--- config.mk ---
export PLATFORM = sky130hd
export DESIGN_NAME = bwc_ram
export DESIGN_NICKNAME = d
export VERILOG_FILES = /design/src/hdl/bwc_ram.sv
export SDC_FILE = /design/constraint.sdc
export NUM_CORES = 1
export LEC_CHECK = 0
export ABC_AREA = 1
export BUFFER_PORTS_ARGS = -buffer_cell sky130_fd_sc_hd__buf_2
export CAP_MARGIN = 10
export CORE_MARGIN = 4
export CORE_UTILIZATION = 55
export CTS_CLUSTER_DIAMETER = 120
export DETAILED_ROUTE_END_ITERATION = 12
export PLACE_DENSITY = 0.73
export SLEW_MARGIN = 15
export SYNTH_ARGS = -nofsm -noshare
export SYNTH_HDL_FRONTEND = slang
export SYNTH_SLANG_ARGS = --single-unit
export TNS_END_PERCENT = 100
--- constraint.sdc ---
create_clock -name clock -period 2.7 [get_ports clock]
set_input_delay 0.135 -clock clock [delete_from_list [all_inputs] [get_ports clock]]
set_output_delay 0.135 -clock clock [all_outputs]
set_load 0.005 [all_outputs]
--- src/hdl/bwc_ram.sv ---
// ----------------------------------------------------------------------------
// bwc_ram
// Generic simple dual-port RAM: one write port, one registered read port.
// ----------------------------------------------------------------------------
module bwc_ram #(
   parameter int WIDTH = 8,
   parameter int DEPTH = 16
) (
   input  logic                     clock,
   input  logic                     wr_en,
   input  logic [$clog2(DEPTH)-1:0] wr_addr,
   input  logic [WIDTH-1:0]         wr_data,
   input  logic                     rd_en,
   input  logic [$clog2(DEPTH)-1:0] rd_addr,
   output logic [WIDTH-1:0]         rd_data
);

   logic [WIDTH-1:0] mem [DEPTH];
   logic [WIDTH-1:0] rd_data_ff;

   always_ff @(posedge clock) begin
      if (wr_en) begin
         mem[wr_addr] <= wr_data;
      end
      if (rd_en) begin
         rd_data_ff <= mem[rd_addr];
      end
   end

   assign rd_data = rd_data_ff;

endmodule

==> out/qor.txt, run 1 <==
post-synth top area share: 0.6985
Register Area: 4084 um2
crit-path most repeated cell: nand3_1
outcome: finished, final reports clean
actual slew at the worst max-slew pin: 0.9148 ns
layout cell share with drive strength beyond 1: 0.09847
max-slew headroom at the worst pin: 0.3879
Layout fillers: 806
area occupied by multi-input gates: 1214 um2
CP max FO: 33
number of I/O pins: 27
Most used DFF post-synth: edfxtp_1
IO Port Bufs: 26
crit path cell chain: buf_2, inv_2, nand3_1, nand3_1, nand3_1, nand2_1
grt total ovfl: 0
synthesized cell area: 5847 um2
Worst setup EP type: register
clock sinks: 136
Layout Nets: 595
Clock Path Buffers: 2
Final Cycle Share: 0.5037
Initial DRC Count: 349
Die Y: 111.1 um
fin crit period: 1.360 ns
Antenna Diode Count: 0
Post-CTS Resized: 0
Max Slew Vio Count: 0
Hold WC Path Type: in2reg
largest net degree at the start of global routing: 65
Worst Clk Skew: 0.005095 ns
area delta synth->final: 12.93%
placed cell count: 691
CTS root buffer: clkbuf_8
most frequent cells after synthesis: nand2_1 (173), edfxtp_1 (136), inv_1 (100)
Setup TNS: 0 ns
RSZ-0062 raised after global routing: no
first-pass GRT wire length: 20.41 mm
final cell count without fillers: 725
fin worst setup slack: 1.340 ns
Max-cap violations: 0
Avg WL per Cell: 17.77 um
Post-synth EDFFs: 136
worst path required time: 2.98 ns
Die X: 111.1 um
CTS Buf Count: 17
Final setup viols: 0
leak pwr: 2.826 nW
Total GRT Usage: 0.2201
# rows: 37
Initial Utilization: 0.5664
number of H-tree levels: 4
Tot Pwr: 0.004903 W
Cells after Synth: 551
CP max-delay cell: buf_2
endpoints failing hold: 0
Worst Setup Start Kind: input port
syn_nets: 570
Netlist cell types: 11
post-CTS setup buffers: 0
die footprint: 12,340 um2
Peak VDD IR: 0.5484 mV
CTS tree: built
Async SR Flop Fraction: 0
Largest delay share family, worst path: buffers and inverters
ANT nets after route: 0
vias: 3,857
Area contributors post-synth: edfxtp_1 (70%), nand2_1 (11%), nand3_1 (8.3%), inv_1 (6.4%), buf_6 (1.2%)
critical path type: in2reg
vias in the first global route: 3,763
crit path DAT: 1.64 ns
initial antenna violation count: 0
Yosys reg bits: 136
clock network latency to the later pin of the worst-skew pair: 0.53 ns
leading area contributor after synthesis: edfxtp_1
DR DRC count: 0
Core Area: 10,320 um2
count leader, synth: nand2_1
vias per cell: 5.320
CTS clk-pin slew, worst paths: 0.06 ns
Avg Cell Area, Syn: 10.61 um2
Yosys warning total: 0
Max Clk Rate: 735.2 MHz
pre-CTS worst setup slack: 0.8200 ns
worst path bufs/invs: 2
Routed Wire Length: 12.88 mm
Seq/Total Area, Yosys: 0.6985
gpl congestion: 0.9781
PwrDens: 742.6 nW/um2
HPWL after detailed placement: 7.879 mm
Largest stage delay, worst path: 0.50 ns
drt first pass iters: 5
through the flow:
stage | hold slack, ns | util | instance area (um2)
3_3_place_gp | 0.5053 | 0.5820 | 6008
6_report | 0.03248 | 0.6396 | 6603
4_1_cts | 0.01970 | 0.6396 | 6603
5_1_grt | 0.03726 | 0.6396 | 6603
2_1_floorplan | 0.2339 | - | 5847
3_5_place_dp | 0.5090 | 0.5820 | 6008
cells by family (layout without fill, tap and decap cells):
group / count (synthesis) / in the layout / synth area share
flip-flops: 136 / 136 / 0.6985
AND/OR/NAND/NOR: 289 / 289 / 0.2076
buffers and inverters: 126 / 164 / 0.09394
registers in the layout (all words and copies together), names as in the netlist:
register and flops:
rd_data 8, mem 128
routing by layer:
metal / global-route usage / routed length [um]
met1: 0.2880 / 5279
met2: 0.3552 / 6247
met3: 0.05677 / 1019
met4: 0.08516 / 333
met5: 0 / 0
timing repair:
item | in CTS | in global routing
hold endpoints to repair | 10 | 0
hold buffers | 2 | 0
setup endpoints to repair | 0 | 0
layout make-up:
type | instances | area share
multi-input cells | 289 | 0.1838
clock buffers | 17 | 0.06273
repair buffers | 30 | 0.02691
flip-flops and latches | 136 | 0.6185
inverters | 102 | 0.05799
clock inverters | 15 | 0.02426
well taps | 136 | 0.02577
placed cells by master, fill, tap and decap left out, types with 2 or more instances in the layout:
cell type,count
nand2_1,173
dlygate4sd3_1,2
nand3_1,97
nand3b_1,2
clkinv_2,3
edfxtp_1,136
nor2_1,17
clkbuf_16,16
clkinvlp_4,3
clkinv_4,2
bufinv_16,3
inv_1,100
inv_2,2
clkinv_1,4
buf_2,26
worst paths after layout:
| check | startpoint | to | slack (ns) | cells after the start |
|---|---|---|---|---|
| setup reg to reg | mem[1][7]$_DFFE_PP_ | rd_data[7]$_DFFE_PP_ | 1.51 | 6 |
| setup / recovery | rd_addr[1] | rd_data[7]$_DFFE_PP_ | 1.34 | 6 |
| hold reg to reg | mem[5][2]$_DFFE_PP_ | rd_data[2]$_DFFE_PP_ | 0.76 | 6 |
| hold / removal | wr_data[0] | mem[4][0]$_DFFE_PP_ | 0.03 | 1 |
power by group:
| part | internal, W | switching, W | total [W] | leakage, nW |
|---|---|---|---|---|
| sequential | 0.00238 | 0.0000151 | 0.00240 | 1.24 |
| clock | 0.00139 | 0.000845 | 0.00223 | 0.273 |
| combinational | 0.0000759 | 0.000199 | 0.000275 | 1.32 |
| total | 0.00384 | 0.00106 | 0.00490 | 2.83 |
Power figures use the tool's default switching activity.
==> inputs of run 2 (changes only) <==
- clock period: 2.7 -> 1.3 ns (I/O delays scaled with it)
==> out/qor.txt, run 2 (synthesis results as in run 1) <==
outcome: finished, final reports clean
CP max FO: 1
largest net degree at the start of global routing: 34
RSZ-0062 raised after global routing: no
FF-to-FF setup slack: 0.13 ns
leak pwr: 3.002 nW
fin crit period: 1.175 ns
placed cell count: 714
crit-path most repeated cell: nand3_1
layout cell share with drive strength beyond 1: 0.1343
PwrDens: 1510 nW/um2
Total GRT Usage: 0.2249
Peak VDD IR: 0.8943 mV
sw power: 0.002192 W
area delta synth->final: 18.13%
Clock Path Buffers: 2
final cell count without fillers: 754
Worst setup EP type: register
Worst Clk Skew: 0.007105 ns
worst path required time: 1.57 ns
most common cell after layout, fill and taps aside: nand2_1
crit path DAT: 1.44 ns
clock network latency to the later pin of the worst-skew pair: 0.52 ns
most frequent cells in the layout: nand2_1 (173), edfxtp_1 (136), inv_1 (100), nand3_1 (97), buf_2 (26)
first-pass GRT wire length: 20.94 mm
post-CTS setup buffers: 0
critical path type: reg2reg
Core Area: 10,320 um2
HPWL after detailed placement: 8.190 mm
CTS clk-pin slew, worst paths: 0.06 ns
Largest register FFs: 128
IO Port Bufs: 26
Routed Wire Length: 13.37 mm
Largest stage delay, worst path: 0.36 ns
# rows: 37
vias in the first global route: 3,989
vias: 4,037
gpl congestion: 0.8783
CTS tree: built
Pint: 0.008240 W
Final setup viols: 0
Antenna Diode Count: 0
Max Slew Vio Count: 0
Die Y: 111.1 um
endpoints failing hold: 0
grt total ovfl: 0
crit path cell chain: inv_1, nand2_1, nand3_1, nand3_1, nand3_1, nand2_1
initial antenna violation count: 0
Final Cycle Share: 0.9038
number of I/O pins: 27
clock share of power: 0.461
CTS Buf Count: 17
Avg WL per Cell: 17.73 um
Setup TNS: 0 ns
drt first pass iters: 5
Largest Register: mem
Combinational Power Share: 0.062
die footprint: 12,340 um2
Max-cap violations: 0
CTS root buffer: clkbuf_8
max-slew headroom at the worst pin: 0.5508
sw frac: 0.2101
final design instance area without fill: 6907 um2
DR DRC count: 0
Max Clk Rate: 851.1 MHz
Post-CTS Resized: 0
Die X: 111.1 um
Initial Utilization: 0.5664
CP max-delay cell: edfxtp_1
Placed Area: 6218 um2
number of H-tree levels: 4
Worst Setup Start Kind: register
clock sinks: 136
Hold WC Path Type: in2reg
Layout Nets: 625
Initial DRC Count: 406
ANT nets after route: 0
vias per cell: 5.354
sequential power share: 0.477
actual slew at the worst max-slew pin: 0.6728 ns
run 2: power groups by stage:
| stage | combinational [W] | clock (W) | sequential [W] |
|---|---|---|---|
| final | 0.000644 | 0.00481 | 0.00497 |
| after global routing | 0.000704 | 0.00507 | 0.00498 |
| after global placement | 0.000602 | 0 | 0.00506 |
| after floorplan | 0.000346 | 0 | 0.00506 |
| after CTS | 0.000640 | 0.00485 | 0.00497 |
| after detailed placement | 0.000613 | 0 | 0.00506 |
run 2: path summary, 6_finish.rpt:
path                                            from                   end  cells past startpoint
worst max-delay path            mem[13][6]$_DFFE_PP_  rd_data[6]$_DFFE_PP_                      6
worst min-delay path                      rd_addr[2]  rd_data[0]$_DFFE_PP_                      4
worst max register to register  mem[13][6]$_DFFE_PP_  rd_data[6]$_DFFE_PP_                      6
worst min register to register  mem[13][2]$_DFFE_PP_  rd_data[2]$_DFFE_PP_                      6
run 2: repair_timing:
action,in CTS,in global routing
setup endpoints to repair,0,0
hold buffers,9,0
endpoints found under the hold margin,136,0
run 2: routing by layer:
metal | GRT usage | vias up | part of all wire
li1 | - | 1895 | -
met1 | 0.2985 | 1908 | 0.39
met2 | 0.3649 | 209 | 0.49
met3 | 0.04640 | 25 | 0.089
met4 | 0.09165 | 0 | 0.025
met5 | 0 | - | 0
run 2: layout make-up:
type / instances / area, um2
multi-input cells: 289 / 1214
clock inverters: 13 / 180.2
fillers: 766 / 3417
inverters: 102 / 382.9
well taps: 136 / 170.2
repair buffers: 60 / 457.9
clock buffers: 18 / 417.9
flip-flops and latches: 136 / 4084
run 2: critical path: cells and delay by family (launching register included):
| family | cells | cell delay, ns |
|---|---|---|
| simple gates | 5 | 0.50 |
| flops | 1 | 0.36 |
| buf+inv | 1 | 0.06 |
run 2: stage by stage:
| stage | hold WS (ns) | util | worst slack, ns | power [W] |
|---|---|---|---|---|
| 2_1_floorplan | 0.1639 | - | 0.2842 | 0.005402 |
| 3_3_place_gp | 0.4387 | 0.6024 | -0.01072 | 0.005662 |
| 3_5_place_dp | 0.4489 | 0.6024 | -0.02954 | 0.005676 |
| 4_1_cts | 0.02800 | 0.6690 | 0.1321 | 0.01046 |
| 5_1_grt | 0.05550 | 0.6690 | 0.08322 | 0.01076 |
| 6_report | 0.03802 | 0.6690 | 0.1250 | 0.01043 |
==> inputs of run 3 (changes only) <==
- CORE_UTILIZATION: 55 -> 59
- CTS_BUF_LIST: not set -> sky130_fd_sc_hd__clkbuf_8
- PLACE_DENSITY: 0.73 -> 0.76
==> out/qor.txt, run 3 (synthesis results as in run 1) <==
outcome: finished, final reports clean
Initial Utilization: 0.6010
sw frac: 0.2313
Layout Nets: 616
Worst Clk Skew: 0.008389 ns
number of I/O pins: 27
PwrDens: 1269 nW/um2
sequential power share: 0.599
vias: 3,879
clock share of power: 0.326
clock network latency to the later pin of the worst-skew pair: 0.43 ns
grt total ovfl: 0
crit path DAT: 1.31 ns
gpl congestion: 0.8602
CP max FO: 1
Largest Register: mem
largest net degree at the start of global routing: 36
FF-to-FF End: rd_data[3]$_DFFE_PP_
Avg WL per Cell: 17.65 um
max-slew headroom at the worst pin: 0.5951
Total GRT Usage: 0.2442
vias in the first global route: 3,676
CTS tree: built
Register Area: 4084 um2
CTS root buffer: clkbuf_8
Setup TNS: 0 ns
Core Area: 9729 um2
Hold WC Path Type: in2reg
Tot Pwr: 0.008289 W
ANT nets after route: 0
vias per cell: 5.228
Worst Hold Slack: 0.03474 ns
worst path required time: 1.49 ns
Worst Setup Start Kind: register
R2R depth: 6
final core occ: 0.6716
critical path type: reg2reg
Final Cycle Share: 0.8661
Routed Wire Length: 13.09 mm
Die X: 107.6 um
clock sinks: 136
most common cell after layout, fill and taps aside: nand2_1
endpoints failing hold: 0
number of H-tree levels: 4
Largest register FFs: 128
Layout fillers: 752
Max Clk Rate: 888.2 MHz
most frequent cells in the layout: nand2_1 (173), edfxtp_1 (136), inv_1 (102), nand3_1 (97), buf_2 (26)
CTS Buf Count: 17
area occupied by multi-input gates: 1214 um2
Max Slew Vio Count: 0
RSZ-0062 raised after global routing: no
placed cell count: 710
actual slew at the worst max-slew pin: 0.6065 ns
Clock Path Buffers: 2
final cell count without fillers: 742
CP startpoint: mem[7][3]$_DFFE_PP_
Combinational Power Share: 0.075
die footprint: 11,570 um2
CTS clk-pin slew, worst paths: 0.07 ns
Critical Path End: rd_data[3]$_DFFE_PP_
first-pass GRT wire length: 20.31 mm
Initial DRC Count: 555
leak pwr: 2.841 nW
r2r startpoint: mem[7][3]$_DFFE_PP_
IO Port Bufs: 26
Peak VDD IR: 0.6830 mV
initial antenna violation count: 0
layout cell share with drive strength beyond 1: 0.1264
FF-to-FF setup slack: 0.17 ns
Final setup viols: 0
Antenna Diode Count: 0
Worst setup EP type: register
# rows: 36
drt first pass iters: 5
Pint: 0.006372 W
Max-cap violations: 0
Die Y: 107.6 um
sw power: 0.001917 W
post-CTS setup buffers: 0
area delta synth->final: 11.75%
DR DRC count: 0
HPWL after detailed placement: 8.196 mm
fin crit period: 1.126 ns
[run 3: cell types whose count changed in the layout (fill, tap and decap cells not counted), sizes merged]
cell | before | now
dlygate4sd3 | 9 | 1
clkinv | 6 | 9
inv | 102 | 104
clkbuf | 18 | 17
buf | 51 | 50
bufinv | 4 | 0
[run 3: layout make-up]
| cell class | instances | share of cell area |
|---|---|---|
| Clock inverter | 14 | 0.01072 |
| Inverter | 102 | 0.05860 |
| Clock buffer | 17 | 0.03581 |
| Tap cell | 133 | 0.02547 |
| Sequential cell | 136 | 0.6250 |
| Multi-Input combinational cell | 289 | 0.1858 |
| Timing Repair Buffer | 51 | 0.05860 |
[run 3: worst max-delay path, stage by stage, from the launching register on]
cell and delay [ns]:
edfxtp_1 0.38, inv_1 0.06, nand2_1 0.05, nand3_1 0.08
nand3_1 0.09, nand3_1 0.17, nand2_1 0.07
[run 3: what timing repair did]
action / CTS / global route
hold endpoints to repair: 8 / 0
resized for setup: 0 / 0
hold buffers: 1 / 0
[run 3: worst min path at each step]
| stage | depth (start not counted) | slack [ns] | to | from |
|---|---|---|---|---|
| floorplan | 0 | 0.16 | mem[0][0]$_DFFE_PP_ | wr_data[0] |
| global placement | 1 | 0.45 | rd_data[1]$_DFFE_PP_ | rd_en |
| detailed placement | 1 | 0.45 | rd_data[1]$_DFFE_PP_ | rd_en |
| CTS | 1 | 0.007 | mem[3][7]$_DFFE_PP_ | wr_data[7] |
| global route | 1 | 0.02 | mem[8][7]$_DFFE_PP_ | wr_data[7] |
| finish | 1 | 0.03 | mem[8][7]$_DFFE_PP_ | wr_data[7] |
[run 3: power by group through the flow]
stage	combinational, W	sequential, W	clock [W]
floorplan	0.000346	0.00506	0
detailed placement	0.000614	0.00506	0
global placement	0.000597	0.00506	0
finish	0.000622	0.00497	0.00270
global route	0.000686	0.00497	0.00296
CTS	0.000619	0.00497	0.00275
[run 3: through the flow]
step	instance area [um2]	worst slack, ns
final	6534	0.1741
after global routing	6534	0.08591
after CTS	6534	0.1809
after detailed placement	6220	0.007030
after global placement	6220	0.04347
after floorplan	5847	0.2842
[run 3: routing by layer]
| metal | share of wire | global-route usage |
|---|---|---|
| met5 | 0 | 0 |
| met4 | 0.021 | 0.08206 |
| met3 | 0.088 | 0.06899 |
| met2 | 0.48 | 0.3783 |
| met1 | 0.42 | 0.3357 |
