===== src/hdl/bwc_pkg.sv =====
// ----------------------------------------------------------------------------
// bwc_pkg
// Shared constants, codes and types of the Bloom weightless classifier.
// ----------------------------------------------------------------------------
package bwc_pkg;

   localparam int TUPLE_BITS  = 16;
   localparam int FILTER_BITS = 10;
   localparam int RAM_BANKS   = 64;
   localparam int NUM_CLASSES = 10;

   localparam int SLICE_BITS  = 16;
   localparam int MAX_PROBES  = 4;

   localparam int MODE_W      = 2;
   localparam int KEY_IDX_W   = 4;
   localparam int KEY_W       = 64;
   localparam int RAM_IDX_W   = 6;
   localparam int TUPLE_W     = 16;
   localparam int LABEL_W     = 4;
   localparam int SCORE_W     = 7;
   localparam int PROBES_W    = 3;

   localparam int PROBE_SEL_W = $clog2(MAX_PROBES);
   localparam int SLICE_SHIFT = $clog2(SLICE_BITS);
   localparam int KEY_SEL_W   = $clog2(TUPLE_BITS);
   localparam int RAM_SEL_W   = $clog2(RAM_BANKS);
   localparam int CLASS_W     = $clog2(NUM_CLASSES);
   localparam int HASH_TAPS   = (TUPLE_BITS < TUPLE_W) ? TUPLE_BITS : TUPLE_W;

   localparam int BLOOM_DEPTH = RAM_BANKS * (2 ** FILTER_BITS);
   localparam int ADDR_W      = $clog2(BLOOM_DEPTH);

   localparam logic [SCORE_W-1:0] SCORE_MAX = '1;

   localparam logic [MODE_W-1:0] MODE_LOAD    = 2'd0;
   localparam logic [MODE_W-1:0] MODE_TRAIN   = 2'd1;
   localparam logic [MODE_W-1:0] MODE_PREDICT = 2'd2;

   typedef struct packed {
      logic                 en;
      logic [KEY_SEL_W-1:0] sel;
      logic [KEY_W-1:0]     value;
   } key_wr_type;

   typedef struct packed {
      logic                   inc;
      logic [NUM_CLASSES-1:0] hit;
      logic                   take;
      logic [CLASS_W-1:0]     sel;
   } score_ctl_type;

endpackage


===== src/hdl/bwc_score.sv =====
// ----------------------------------------------------------------------------
// bwc_score
// Per-class saturating score counters; a selected score is read and cleared.
// ----------------------------------------------------------------------------
module bwc_score (
   input  logic                         clock,
   input  logic                         reset,
   input  bwc_pkg::score_ctl_type       ctl,
   output logic [bwc_pkg::SCORE_W-1:0]  sel_score
);
   import bwc_pkg::*;

   logic [SCORE_W-1:0] score_ff [NUM_CLASSES];
   logic [SCORE_W-1:0] score_in [NUM_CLASSES];

   always_comb begin
      for (int c = 0; c < NUM_CLASSES; c++) begin
         score_in[c] = score_ff[c];
         if (ctl.inc && ctl.hit[c] && score_ff[c] != SCORE_MAX) begin
            score_in[c] = score_ff[c] + SCORE_W'(1);
         end
         if (ctl.take && ctl.sel == CLASS_W'(c)) begin
            score_in[c] = '0;
         end
      end
   end

   always_ff @(posedge clock) begin
      if (reset) begin
         for (int c = 0; c < NUM_CLASSES; c++) begin
            score_ff[c] <= '0;
         end
      end else begin
         score_ff <= score_in;
      end
   end

   assign sel_score = score_ff[ctl.sel];

endmodule


===== config.mk =====
export PLATFORM = sky130hd
export DESIGN_NAME = bwc_score
export DESIGN_NICKNAME = d
export VERILOG_FILES = /design/src/hdl/bwc_pkg.sv /design/src/hdl/bwc_score.sv
export SDC_FILE = /design/constraint.sdc
export NUM_CORES = 1
export LEC_CHECK = 0
export BUFFER_PORTS_ARGS = -buffer_cell sky130_fd_sc_hd__buf_2
export CORE_UTILIZATION = 45
export CTS_BUF_LIST = sky130_fd_sc_hd__clkbuf_8
export DETAILED_ROUTE_END_ITERATION = 6
export PLACE_DENSITY = 0.61
export SYNTH_ARGS = -nofsm -noshare
export SYNTH_HDL_FRONTEND = slang
export SYNTH_SLANG_ARGS = --single-unit

===== constraint.sdc =====
create_clock -name clock -period 1.8 [get_ports clock]
set_input_delay 0.18 -clock clock [delete_from_list [all_inputs] [get_ports clock]]
set_output_delay 0.18 -clock clock [all_outputs]
set_load 0.005 [all_outputs]

==> flow_summary.toml, run 1 <==
[detailed_routing]
via_count = 3756
drt-total-wl_um = 10200
first_iter_violations = 162
drtPass1Iterations = 4
wire_per_inst_um = 16.9
detail-route-antenna-nets = 0
drcViolationCount = 0
vias_per_cell = 6.21

[timing]
maxSlewViolCount = 0
finalSetupViolCount = 1
final.setup_skew_ns = 0.00617
worst_pin_slew_ns = 0.544
rsz0062_at_grt = "yes"
fin_ws_ns = -0.0171
relSlewSlack_pct = 63.6
timing.hold.ws_ns = 0.227
setup_tns_ns = -0.0171
hold_viol = 0
final.min_clock_period_ns = 1.82
period_share_pct = 101
max_freq_mhz = 550

[logic_synthesis]
syn_area_um2 = 4030
synth.area.mux_share_pct = 9.20
syn_nets = 486
ys_seq_area_share_pct = 34.8
syn_avg_cell_area_um2 = 8.79
synth_compound_area_share_pct = 24.6
synth_top_family_by_area = "compound AO/OA/AOI/OAI gates"
ys_ff_latch = 70
synth_xor_xnor_area_share_pct = 3.92
synth_cells = 458
synth_cell_types = 47
synthAdderAreaFrac_pct = 3.11
yosys_warnings = 0
yosys.area_share.simple_pct = 22.2

[placement]
portBuffers = 24
dp_hpwl_um = 7570
gp_congestion = 0.880
postPlaceCellArea_um2 = 4300

[finish]
num_antenna_cells = 0
fin_util_pct = 53.3
layout_common_cells = "dfxtp_1, nor2_1, mux2i_1, nand2_1"
layout_commonest_cell = "dfxtp_1"
top_regs = "score_ff x70"
largest_register_ffs = 70
area_growth_pct = 14.8
drive_gt1_share_pct = 17.3
top_register = "score_ff"
final_area_um2 = 4620
nets = 520

[outcome]
status = "finished, violations left"
violations = "negative setup slack"

[clocking]
clockRootBuffer = "clkbuf_8"
cts_hold_buf = 0
clockBufferDepth = 2
htreeDepth = 3
cts_buffers = 9
clkSinkCount = 70
clk_pin_slew_ns = 0.08
tritoncts = "done"
clkLatencyLatePin_ns = 0.34

[global_route]
antenna_found_initial = 0
grt_max_degree = 27
grt_pass1_vias = 3409
grt_pass1_wl_um = 16500
grt_usage_pct = 23.2
grt_overflow = 0

[die]
coreArea_um2 = 8680
initial_core_util_pct = 46.4
die_h_um = 96.6
ios = 25
die_w_um = 96.6
dieArea_um2 = 9330
rows = 34

[worst_setup_path]
crit_arrival_ns = 1.64
startpoint = "score_ff[50]"
crit_required_ns = 1.62
worstSetupPathType = "reg2out"
timing.rr.start = "score_ff[50]"
end_kind = "output pin"
start_kind = "flip-flop"
path_max_fanout = 3

[job]
cap_viol_max_count = 0

[worst_hold_path]
min_from = "ctl[11]"
min_path_type = "in2reg"

[power]
leakage_nw = 1.83
p_per_area_nw_per_um2 = 724
p_total_w = 0.00335
ir_drop_mv = 0.380
kinds of logic (layout without fill, tap and decap cells):
family / Yosys count / count (layout)
fa+ha+maj: 10 / 10
xor+xnor: 18 / 18
simple gates: 175 / 175
compound gates: 132 / 132
flops: 70 / 70
buf+inv: 16 / 55
mux: 37 / 37
cell type report:
class / instances / area (um2)
fill: 808 / 4060
multi-input combinational: 372 / 2610
timing repair buffer: 38 / 250
sequential: 70 / 1410
clock inverter: 7 / 90.1
tap: 108 / 135
clock buffer: 9 / 124
inverter: 1 / 3.75
power breakdown:
part	total [W]	switching (W)	internal (W)	leakage (nW)
clock	0.00137	0.000598	0.000773	0.110
sequential	0.00161	0.0000371	0.00158	0.570
combinational	0.000364	0.000211	0.000153	1.15
synth_stat cells, drive strengths merged:
library cell / instances / area [um2]
a211oi: 16 / 150
a21o: 6 / 45.0
a21oi: 20 / 100
a31o: 4 / 52.6
a31oi: 17 / 106
a41o: 2 / 20.0
a41oi: 2 / 17.5
and2: 3 / 18.8
and3: 12 / 75.1
and3b: 1 / 8.76
and4: 7 / 63.8
buf: 11 / 70.1
clkbuf: 4 / 15.0
dfxtp: 70 / 1400
ha: 10 / 125
inv: 1 / 3.75
mux2i: 37 / 370
nand2: 28 / 105
nand2b: 2 / 12.5
nand3: 24 / 120
nand4: 10 / 62.6
nor2: 55 / 206
nor2b: 12 / 75.1
nor3: 4 / 20.0
nor3b: 1 / 12.5
o2111ai: 3 / 26.3
o211a: 1 / 10.0
o211ai: 20 / 150
o21a: 5 / 37.5
o21ai: 11 / 55.1
o21bai: 5 / 37.5
o221ai: 7 / 61.3
o311a: 7 / 70.1
o31ai: 6 / 50.1
or2: 2 / 12.5
or3: 5 / 31.3
or3b: 1 / 8.76
or4: 8 / 60.1
xor2: 18 / 158
critical path, stage by stage, from the launching register on:
cell,delay (ns)
dfxtp_2,0.33
nor2b_4,0.13
a211oi_4,0.27
a211oi_2,0.06
o311a_1,0.36
buf_2,0.14
routing by layer:
| layer | vias to the layer above | part of all wire [%] | track usage, % |
|---|---|---|---|
| met5 | - | 0 | 0 |
| met4 | 0 | 2.1 | 8.95 |
| met3 | 17 | 3.9 | 4.62 |
| met2 | 87 | 47 | 37.9 |
| met1 | 1812 | 47 | 30.1 |
| li1 | 1840 | - | - |
metrics by stage:
step	setup WS (ns)	std cells
2_1_floorplan	0.166	458
3_3_place_gp	0.132	586
3_5_place_dp	0.0775	586
4_1_cts	-0.0522	602
5_1_grt	-0.0931	605
6_report	-0.0171	605
worst paths after layout:
check / end / slack, ns / cells after the start
max: sel_score[1] / -0.02 / 5
min: score_ff[23] / 0.23 / 3
max reg2reg: score_ff[54] / 0.04 / 6
min reg2reg: score_ff[53] / 0.50 / 1
timing repair:
item                       CTS  global route
setup buffers                0             3
setup endpoints to repair    7             7
pin swaps                    8            17
gates resized for setup      5            19
No activity file was read; power rests on OpenSTA's default activity.
==> run 2, diff against run 1 <==
--- a/config.mk
+++ b/config.mk
@@ -6,10 +6,10 @@
 export NUM_CORES = 1
 export LEC_CHECK = 0
 export BUFFER_PORTS_ARGS = -buffer_cell sky130_fd_sc_hd__buf_2
-export CORE_UTILIZATION = 45
+export CORE_UTILIZATION = 60
 export CTS_BUF_LIST = sky130_fd_sc_hd__clkbuf_8
 export DETAILED_ROUTE_END_ITERATION = 6
-export PLACE_DENSITY = 0.61
+export PLACE_DENSITY = 0.78
 export SYNTH_ARGS = -nofsm -noshare
 export SYNTH_HDL_FRONTEND = slang
 export SYNTH_SLANG_ARGS = --single-unit
==> constraint.sdc (replaced) <==
create_clock -name clock -period 1.8 [get_ports clock]
set_input_delay 0.18 -clock clock [delete_from_list [all_inputs] [get_ports clock]]
set_output_delay 0.18 -clock clock [all_outputs]
set_load 0.01 [all_outputs]
==> flow_summary.toml, run 2 (synthesized netlist as in run 1, its figures left out) <==
[worst_setup_path]
start_kind = "flip-flop"
path_max_fanout = 6
end_kind = "output pin"
slowest_delay_ns = 0.39
worstSetupPathType = "reg2out"
worstPathCellList = "nor2b_1 -> a211oi_2 -> buf_4 -> o221ai_1 -> o311a_1 -> buf_2"
worst_path_max_delay_cell = "dfxtp_2"
crit_buf_inv = 2
critPathTopFamily = "compound AO/OA/AOI/OAI gates"
crit_required_ns = 1.62
crit_arrival_ns = 1.65

[detailed_routing]
wire_per_inst_um = 18.2
drtPass1Iterations = 5
top_layer = "met4"
wl_met2_um = 5130
drcViolationCount = 0
via_count = 3917
wl_met1_um = 4560
wl_met3_um = 570
detail-route-antenna-nets = 0
vias_per_cell = 6.77
first_iter_violations = 365
drt-total-wl_um = 10600

[power]
swShare_pct = 25.5
p_clk_share_pct = 41.9
p_seq_share_pct = 47.3
leakage_nw = 1.85
p_total_w = 0.00341
combPwrFrac_pct = 10.8
p_per_area_nw_per_um2 = 739
p_switching_w = 0.000870
ir_drop_mv = 0.617
p_int_w = 0.00254

[job]
cap_viol_max_count = 0

[die]
coreArea_um2 = 6420
die_h_um = 83.9
die_w_um = 83.9
rows = 29
initial_core_util_pct = 62.7
dieArea_um2 = 7040
ios = 25

[finish]
layout_common_cells = "dfxtp_1, nor2_1, mux2i_1, nand2_1"
final_area_um2 = 4620
area_growth_pct = 14.7
nets = 525
drive_gt1_share_pct = 18.5
top_regs = "score_ff x70"
top_register = "score_ff"
layout_commonest_cell = "dfxtp_1"
num_antenna_cells = 0
largest_register_ffs = 70
n_fill_cell = 510

[timing]
relSlewSlack_pct = 64.2
worst_pin_slew_ns = 0.534
maxSlewViolCount = 0
final.min_clock_period_ns = 1.83
period_share_pct = 102
finalSetupViolCount = 5
max_freq_mhz = 547
fin_ws_ns = -0.0271
rsz0062_at_grt = "yes"
final.setup_skew_ns = 0.00690
hold_viol = 0

[placement]
portBuffers = 24
dp_hpwl_um = 7260
postPlaceCellArea_um2 = 4260
gp_congestion = 0.915

[outcome]
violations = "negative setup slack"
status = "finished, violations left"

[global_route]
grt_max_degree = 22
antenna_found_initial = 0
grt_pass1_wl_um = 16700
grt_overflow = 0
grt_pass1_vias = 3456
grt_usage_pct = 29.8

[clocking]
cts_hold_buf = 0
clkSinkCount = 70
clockBufferDepth = 2
clk_pin_slew_ns = 0.08
htreeDepth = 3
clkLatencyLatePin_ns = 0.35
clockRootBuffer = "clkbuf_8"
tritoncts = "done"
cts_buffers = 9

[worst_hold_path]
min_path_type = "in2reg"
==> run 2: changes by cell type in the layout (fill, tap and decap cells not counted), moves of 2 or more <==
cell	before	now
dfxtp_4	1	3
buf_4	12	17
a211oi_2	7	9
a211oi_4	2	0
==> run 2: routing by layer <==
layer / up-vias / track usage [%]
met2: 157 / 49.1
met5: - / 0
met1: 1878 / 37.2
li1: 1851 / -
met4: 0 / 14.6
met3: 31 / 5.93
==> run 2: power groups by stage <==
stage / sequential (W) / clock, W / combinational (W)
after floorplan: 0.00164 / 0 / 0.000239
after global placement: 0.00165 / 0 / 0.000326
after detailed placement: 0.00165 / 0 / 0.000335
after CTS: 0.00162 / 0.00145 / 0.000342
after global routing: 0.00162 / 0.00150 / 0.000397
final: 0.00162 / 0.00143 / 0.000368
==> run 2: final cells by class <==
| cell class | count | area, um2 | share of cell area, % |
|---|---|---|---|
| well taps | 77 | 96.3 | 2.09 |
| clock inverters | 6 | 85.1 | 1.84 |
| flip-flops and latches | 70 | 1420 | 30.7 |
| clock buffers | 10 | 138 | 2.98 |
| repair buffers | 43 | 288 | 6.23 |
| multi-input cells | 372 | 2590 | 56.0 |
| inverters | 1 | 3.75 | 0.0813 |
==> run 2: per-stage QoR <==
step                      hold WS (ns)  cells  utilization [%]  setup WS [ns]  TNS (ns)
final                            0.200    579             71.9        -0.0271   -0.0922
after global placement           0.478    554             66.3          0.132         0
after floorplan                  0.395    458                -          0.166         0
after global routing             0.237    579             71.9        -0.0890    -0.434
after CTS                        0.200    571             70.1        0.00134         0
after detailed placement         0.497    554             66.3         0.0864         0
==> run 2: worst paths after layout <==
kind	cells after the start	slack [ns]	from	endpoint
worst max-delay path	6	-0.03	score_ff[54]	sel_score[5]
worst min-delay path	3	0.20	ctl[11]	score_ff[23]
worst max register to register	5	0.08	score_ff[50]	score_ff[54]
worst min register to register	1	0.52	score_ff[51]	score_ff[51]
==> run 2: repair_timing <==
action | 4_1_cts | 5_1_grt
endpoints found under the setup margin | 7 | 9
pin swaps | 12 | 9
resized for setup | 7 | 17
setup buffers | 1 | 8
==> run 2: worst min-delay path, stage by stage <==
cell and delay (ns):
buf_2 0.11, a31oi_1 0.16, a211oi_1 0.06
==> run 3, diff against run 2 <==
--- a/config.mk
+++ b/config.mk
@@ -5,11 +5,12 @@
 export SDC_FILE = /design/constraint.sdc
 export NUM_CORES = 1
 export LEC_CHECK = 0
-export BUFFER_PORTS_ARGS = -buffer_cell sky130_fd_sc_hd__buf_2
+export ABC_AREA = 1
 export CORE_UTILIZATION = 60
 export CTS_BUF_LIST = sky130_fd_sc_hd__clkbuf_8
 export DETAILED_ROUTE_END_ITERATION = 6
-export PLACE_DENSITY = 0.78
+export DONT_BUFFER_PORTS = 1
+export PLACE_DENSITY = 0.75
 export SYNTH_ARGS = -nofsm -noshare
 export SYNTH_HDL_FRONTEND = slang
 export SYNTH_SLANG_ARGS = --single-unit
==> flow_summary.toml, run 3 <==
[outcome]
status = "finished, final reports clean"

[logic_synthesis]
synth_edf_count = 0
synth_most_common_cell = "nand2_1"
yosys-top-cells-area = "dfxtp_1, nand2_1, nand3_1"
syn_area_um2 = 4340
synth_top_area_share_pct = 32.3
ys_ff_latch = 70
yosys.area.top_type = "dfxtp_1"
ys.flop_type = "dfxtp_1"
ys_top_cells_by_count = "nand2_1, nor2_1, inv_1, nand3_1, dfxtp_1"
synth_cell_types = 27
syn_nets = 722
synth_cells = 694
synth_async_sr_flop_share_pct = 0
syn_avg_cell_area_um2 = 6.26
ys_seq_area_share_pct = 32.3
yosys_warnings = 0

[timing]
worst_pin_slew_ns = 0.453
setup_tns_ns = 0
relSlewSlack_pct = 69.8
period_share_pct = 85.9
fin_ws_ns = 0.253
hold_viol = 0
rsz0062_at_grt = "no"
finalSetupViolCount = 0
maxSlewViolCount = 0
final.setup_skew_ns = 0.00780
max_freq_mhz = 647
final.min_clock_period_ns = 1.55

[worst_setup_path]
path_max_fanout = 10
end_kind = "flip-flop"
start_kind = "flip-flop"
crit_required_ns = 2.08
worstSetupPathType = "reg2reg"
crit_arrival_ns = 1.82

[clocking]
htreeDepth = 3
clkSinkCount = 70
clk_pin_slew_ns = 0.08
clockRootBuffer = "clkbuf_8"
clkLatencyLatePin_ns = 0.35
cts_buffers = 9
clockBufferDepth = 2
cts_resized = 0
post_cts_buffers = 0
tritoncts = "done"
cts_hold_buf = 0

[detailed_routing]
drtPass1Iterations = 7
drcViolationCount = 0
drt-total-wl_um = 10000
via_count = 4257
first_iter_violations = 205
wire_per_inst_um = 12.5
vias_per_cell = 5.31
detail-route-antenna-nets = 0

[power]
ir_drop_mv = 0.613
leakage_nw = 1.85
p_seq_share_pct = 49.3
combPwrFrac_pct = 8.1
p_int_w = 0.00246
p_total_w = 0.00326
p_per_area_nw_per_um2 = 703
p_switching_w = 0.000804
swShare_pct = 24.6
p_clk_share_pct = 42.6

[finish]
drive_gt1_share_pct = 6.94
layout_commonest_cell = "nand2_1"
num_antenna_cells = 0
top_regs = "score_ff x70"
nets = 729
largest_register_ffs = 70
multi_input_area_um2 = 2560
top_register = "score_ff"
layout_common_cells = "nand2_1, nor2_1, inv_1, nand3_1, dfxtp_1"
area_growth_pct = 6.97
n_fill_cell = 651
regArea_um2 = 1400

[die]
ios = 25
rows = 30
die_w_um = 87.1
dieArea_um2 = 7580
initial_core_util_pct = 62.9
die_h_um = 87.1
coreArea_um2 = 6910

[job]
cap_viol_max_count = 0

[global_route]
grt_overflow = 0
antenna_found_initial = 0
grt_pass1_wl_um = 16700
grt_pass1_vias = 3727
grt_usage_pct = 28.3
grt_max_degree = 16

[placement]
gp_congestion = 0.919
dp_hpwl_um = 7650
portBuffers = 0
pre_cts_slack_ns = 0.347

[worst_hold_path]
min_path_type = "in2reg"
-- run 3: changes by cell type after synthesis, sizes merged, moves of 8 or more --
cell | previous run | this run
or4 | 8 | 0
mux2i | 37 | 0
a31oi | 17 | 0
and3 | 12 | 0
nand2 | 28 | 217
inv | 1 | 90
a211oi | 16 | 0
nor2b | 12 | 0
o211ai | 20 | 0
nand3 | 24 | 80
a21oi | 20 | 60
nor2 | 55 | 101
-- run 3: path summary, 6_finish.rpt --
| kind | from | end | slack, ns | cells past startpoint |
|---|---|---|---|---|
| worst max-delay path | score_ff[0] | score_ff[0] | 0.25 | 7 |
| worst min-delay path | ctl[4] | score_ff[25] | 0.09 | 3 |
| worst max register to register | score_ff[0] | score_ff[0] | 0.25 | 7 |
| worst min register to register | score_ff[66] | score_ff[66] | 0.48 | 2 |
-- run 3: worst max-delay path, cell delays in order (launching register included) --
cell,delay [ns]
dfxtp_1,0.39
ha_1,0.22
nand2_1,0.07
nor2_1,0.17
nand2_1,0.25
nand2_1,0.19
nand2_1,0.07
a21oi_1,0.12
-- run 3: kinds of logic after synthesis --
family	after synthesis	share of synthesized area, %
buf+inv	96	8.73
fa+ha+maj	10	2.88
xor+xnor	12	2.42
simple gates	425	42.0
compound gates	81	11.6
flops	70	32.3
-- run 3: per-stage QoR --
stage                     instance area (um2)  cells  hold WS [ns]  utilization (%)
after detailed placement                 4430    786         0.459             64.1
after floorplan                          4340    694         0.427                -
after global routing                     4640    802        0.0922             67.2
after global placement                   4430    786         0.450             64.1
after CTS                                4640    802        0.0830             67.2
final                                    4640    802        0.0885             67.2
-- run 3: layer usage --
layer | share of wire [%] | routed length [um] | global-route usage, %
met1 | 47 | 4720 | 36.8
met2 | 46 | 4600 | 46.0
met3 | 4.6 | 457 | 5.31
met4 | 2.4 | 239 | 12.3
met5 | 0 | 0 | 0
-- run 3: cell type report --
cell class / instances / share of cell area, %
Clock buffer: 10 / 2.96
Inverter: 92 / 7.46
Tap cell: 96 / 2.59
Multi-Input combinational cell: 528 / 55.1
Clock inverter: 6 / 1.67
Sequential cell: 70 / 30.2
-- run 3: power groups by stage --
stage	clock (W)	combinational (W)	sequential, W
2_1_floorplan	0	0.000225	0.00164
3_3_place_gp	0	0.000259	0.00164
3_5_place_dp	0	0.000263	0.00164
4_1_cts	0.00142	0.000265	0.00161
5_1_grt	0.00149	0.000302	0.00161
6_report	0.00139	0.000266	0.00161
